$ cat config.mk
export PLATFORM = sky130hd
export DESIGN_NAME = gcdw_ram
export DESIGN_NICKNAME = d
export VERILOG_FILES = /design/src/rtl/core/gcdw_ram.sv
export SDC_FILE = /design/constraint.sdc
export NUM_CORES = 1
export LEC_CHECK = 0
export BUFFER_PORTS_ARGS = -buffer_cell sky130_fd_sc_hd__buf_2
export CAP_MARGIN = 10
export CORE_MARGIN = 3
export CORE_UTILIZATION = 40
export CTS_CLUSTER_DIAMETER = 120
export CTS_CLUSTER_SIZE = 12
export DETAILED_ROUTE_END_ITERATION = 10
export SETUP_SLACK_MARGIN = 0.4
export SYNTH_ARGS = -nofsm -noshare
export SYNTH_HDL_FRONTEND = slang
export SYNTH_SLANG_ARGS = --single-unit
$ cat constraint.sdc
create_clock -name clk -period 4.2 [get_ports clk]
set_clock_uncertainty 0.2 [all_clocks]
set_input_delay 0.21 -clock clk [delete_from_list [all_inputs] [get_ports clk]]
set_output_delay 0.21 -clock clk [all_outputs]
set_load 0.1 [all_outputs]
$ cat src/rtl/core/gcdw_ram.sv
// Generic single-port RAM with a registered read.
module gcdw_ram #(
    parameter int WIDTH = 8,
    parameter int DEPTH = 16
) (
    input  logic                     clk,
    input  logic                     we,
    input  logic [$clog2(DEPTH)-1:0] addr,
    input  logic [WIDTH-1:0]         wdata,
    output logic [WIDTH-1:0]         rdata
);
    logic [WIDTH-1:0] mem [DEPTH];

    always_ff @(posedge clk)
    begin
        if (we)
        begin
            mem[addr] <= wdata;
        end
        rdata <= mem[addr];
    end
endmodule
==> key figures <==
Logic synthesis
  • Ys flop type: edfxtp_1
  • Netlist cell types: 18
  • Post-synth EDFFs: 128
  • Synthesized instance count: 230
  • Syn_nets: 244
  • Mapped cell area: 5070 um^2
  • Sequential share of the synthesized area: 79.0%
  • Share of the synthesized area in the top cell type: 75.9%
  • Async set-reset flop share out of synthesis: 0%
  • Ranking of synthesized cells by area: edfxtp_1 (76%), mux4_2 (14%), dfxtp_1 (3.2%)
  • Synthesized flop and latch total: 136
  • Post-synth top cells: edfxtp_1 (128), mux4_2 (32), a22oi_1 (16)
  • Post-synth top area cell: edfxtp_1
  • Most instantiated library cell after synthesis: edfxtp_1
  • Post-synthesis average cell area: 22.0 um^2
  • Synth warn: 0

STA
  • Final period util: 50.7%
  • Setup TNS: 0 ns
  • Hold Vio Cnt, Final: 0
  • Period minus WS final: 2.13 ns
  • Fin. max-slew vios: 0
  • Worst slew pin tran: 0.956 ns
  • F_max: 0.470 GHz
  • Worst hold slack: 0.00489 ns
  • RSZ-0062 raised after global routing: false
  • Slew HR: 36.3%
  • Final setup viols: 0

Power and ir drop
  • PwrDens: 544 nW/um^2
  • VDD IR-drop max: 296 uV
  • Lkg Pwr: 1.96 nW

Global routing
  • Antenna violations before repair: 0
  • Total grt overflow: 0
  • GRT met3 Usage: 3.16%
  • Global-route wire length before repair: 14600 um
  • Vias in the first global route: 2448
  • Largest net degree at the start of global routing: 40
  • Tot GR Track Use: 14.3%
  • GR peak layer: met2
  • GR Util met2: 22.6%
  • Met1 layer usage reported by global route: 19.3%

Setup path
  • CP Data Required Time: 4.03 ns
  • Crit path launch type: input port
  • WP data arrival: 1.96 ns
  • Critical-path cell list: buf_2 -> nand2b_1 -> nor2_1
  • Internal reg-to-reg setup slack: 2.63 ns
  • Reg2Reg Depth: 3
  • Slowest cell on crit path: nor2_1
  • Slowest Stage Delay on Critical Path: 0.78 ns
  • Critical path class: in2reg
  • Crit. End Element: flip-flop
  • WP buf/inv: 1
  • Reg-to-reg endpoint: rdata[2]
  • Critical Path Fanout Max: 39
  • Start of the worst register-to-register path: mem[3][2]
  • Top delay family on crit path: simple AND/OR/NAND/NOR gates

Clock tree
  • Clk sinks: 136
  • Htree depth: 4
  • Reg clk slew, reported paths: 0.06 ns
  • Clk Latency, worst-skew pair: 0.40 ns
  • Cts bufs inserted: 17
  • Clock Tree Buf Depth: 2
  • CTS tree: yes
  • Post-CTS Setup Inserts: 0
  • CTS Root Cell: clkbuf_16
  • Resized cells post-CTS: 0

Drt
  • WL per Instance: 21.2 um
  • Drt first pass iters: 4
  • Post-DRT Antenna Nets: 0
  • Total number of vias: 2268
  • Number of DRC markers in iteration 0: 235
  • Post-route DRC violation count: 0
  • DR vias/cell: 5.06
  • WL final: 9480 um

Placement
  • Post-DP HPWL: 5850 um
  • PortBufs: 21
  • Placed cells: 412
  • GPL Wtd Cong: 0.689

Layout
  • Multi-input gate area: 1010 um^2
  • Sequential cell area: 4000 um^2
  • # diodes: 0
  • Non-filler instance count after layout: 448
  • Layout cell share with drive strength beyond 1: 32.5%
  • NumNets Final: 281
  • Syn-to-layout area delta: 18.8%
  • Fillers: 1007

Hold path
  • Worst min-delay path category: in2reg
  • Hold Path Origin: wdata[7]
  • Worst Hold Depth: 1
  • Hold Path Sink: mem[11][7]

Run status
  • Outcome: completed

Floorplanning
  • Initial core utilization: 41.5%
  • I/O pins: 22
  • Total Die Area: 14100 um^2
  • Die Y: 119 um
  • Core Area: 12200 um^2
  • Die W: 119 um
  • Row count: 40

Job
  • Max-Cap Viols: 0
-- per-stage QoR --
step / cell area, um^2 / setup WS (ns) / power [mW] / util [%]
floorplan: 5070 / 2.30 / 1.70 / -
global placement: 5340 / 1.65 / 1.75 / 43.8
detailed placement: 5350 / 1.61 / 1.75 / 43.8
CTS: 6020 / 2.01 / 3.31 / 49.3
global route: 6020 / 1.93 / 3.37 / 49.3
finish: 6020 / 2.07 / 3.28 / 49.3
-- placed cells by master, fill, tap and decap left out, drive strengths merged --
master       Yosys  final
clkinvlp         0      3
clkinv           0      6
nand2            9      9
edfxtp         128    128
a22oi           16     16
clkbuf           3     19
nand2b           2      2
nor2            13     13
nand3b           2      2
nor3             4      4
mux4            32     32
or3b             1      1
nor2b            2      2
dlygate4sd3      0      4
and2             1      1
dfxtp            8      8
buf              8     25
nand3            1      1
bufinv           0      4
-- worst reg2reg max path: stages, from the launching register on --
cell and delay, ns:
edfxtp_1 0.38, mux4_2 0.49, a22oi_1 0.30, nand2_1 0.09
-- routing by layer --
| layer | vias up | wire [um] | share of wire, % |
|---|---|---|---|
| met4 | 0 | 124 | 1.3 |
| met3 | 12 | 456 | 4.8 |
| met2 | 55 | 4890 | 52 |
| li1 | 1036 | - | - |
| met1 | 1165 | 4020 | 42 |
| met5 | - | 0 | 0 |
-- area by class of cell --
cell class                      instances  area share, %
Timing Repair Buffer                   29           2.83
Sequential cell                       136           66.5
Tap cell                              168           3.49
Multi-Input combinational cell         83           16.7
Clock inverter                         13           2.93
Clock buffer                           19           7.52
-- cell families (layout without fill, tap and decap cells) --
family	Yosys count	count (layout)	synth area share [%]
and+or+nand+nor	35	35	3.21
muxes	32	32	14.2
DFF	136	136	79.0
AOI/OAI and AO/OA	16	16	2.37
buffers and inverters	11	61	1.19
-- repair_timing --
| action | in CTS | in global routing |
|---|---|---|
| hold buffers | 4 | 0 |
| hold endpoints to repair | 64 | 0 |
| setup endpoints to repair | 0 | 0 |
-- registers in the layout, summed over array words and instances (netlist names) --
register and cells:
mem 128, rdata 8
-- where the power goes --
group	switching, mW	total, mW	internal (mW)
clock	0.532	1.55	1.02
combinational	0.143	0.201	0.0575
sequential	0.00769	1.53	1.52
total	0.683	3.28	2.59
-- worst max path at each step --
stage / startpoint / endpoint / depth (start not counted)
floorplan: addr[2] / mem[0][0] / 2
global placement: addr[0] / mem[13][7] / 3
detailed placement: addr[1] / mem[14][7] / 3
CTS: addr[1] / mem[14][4] / 3
global route: addr[1] / mem[14][7] / 3
finish: addr[1] / mem[14][4] / 3
No activity file was read; power rests on OpenSTA's default activity.
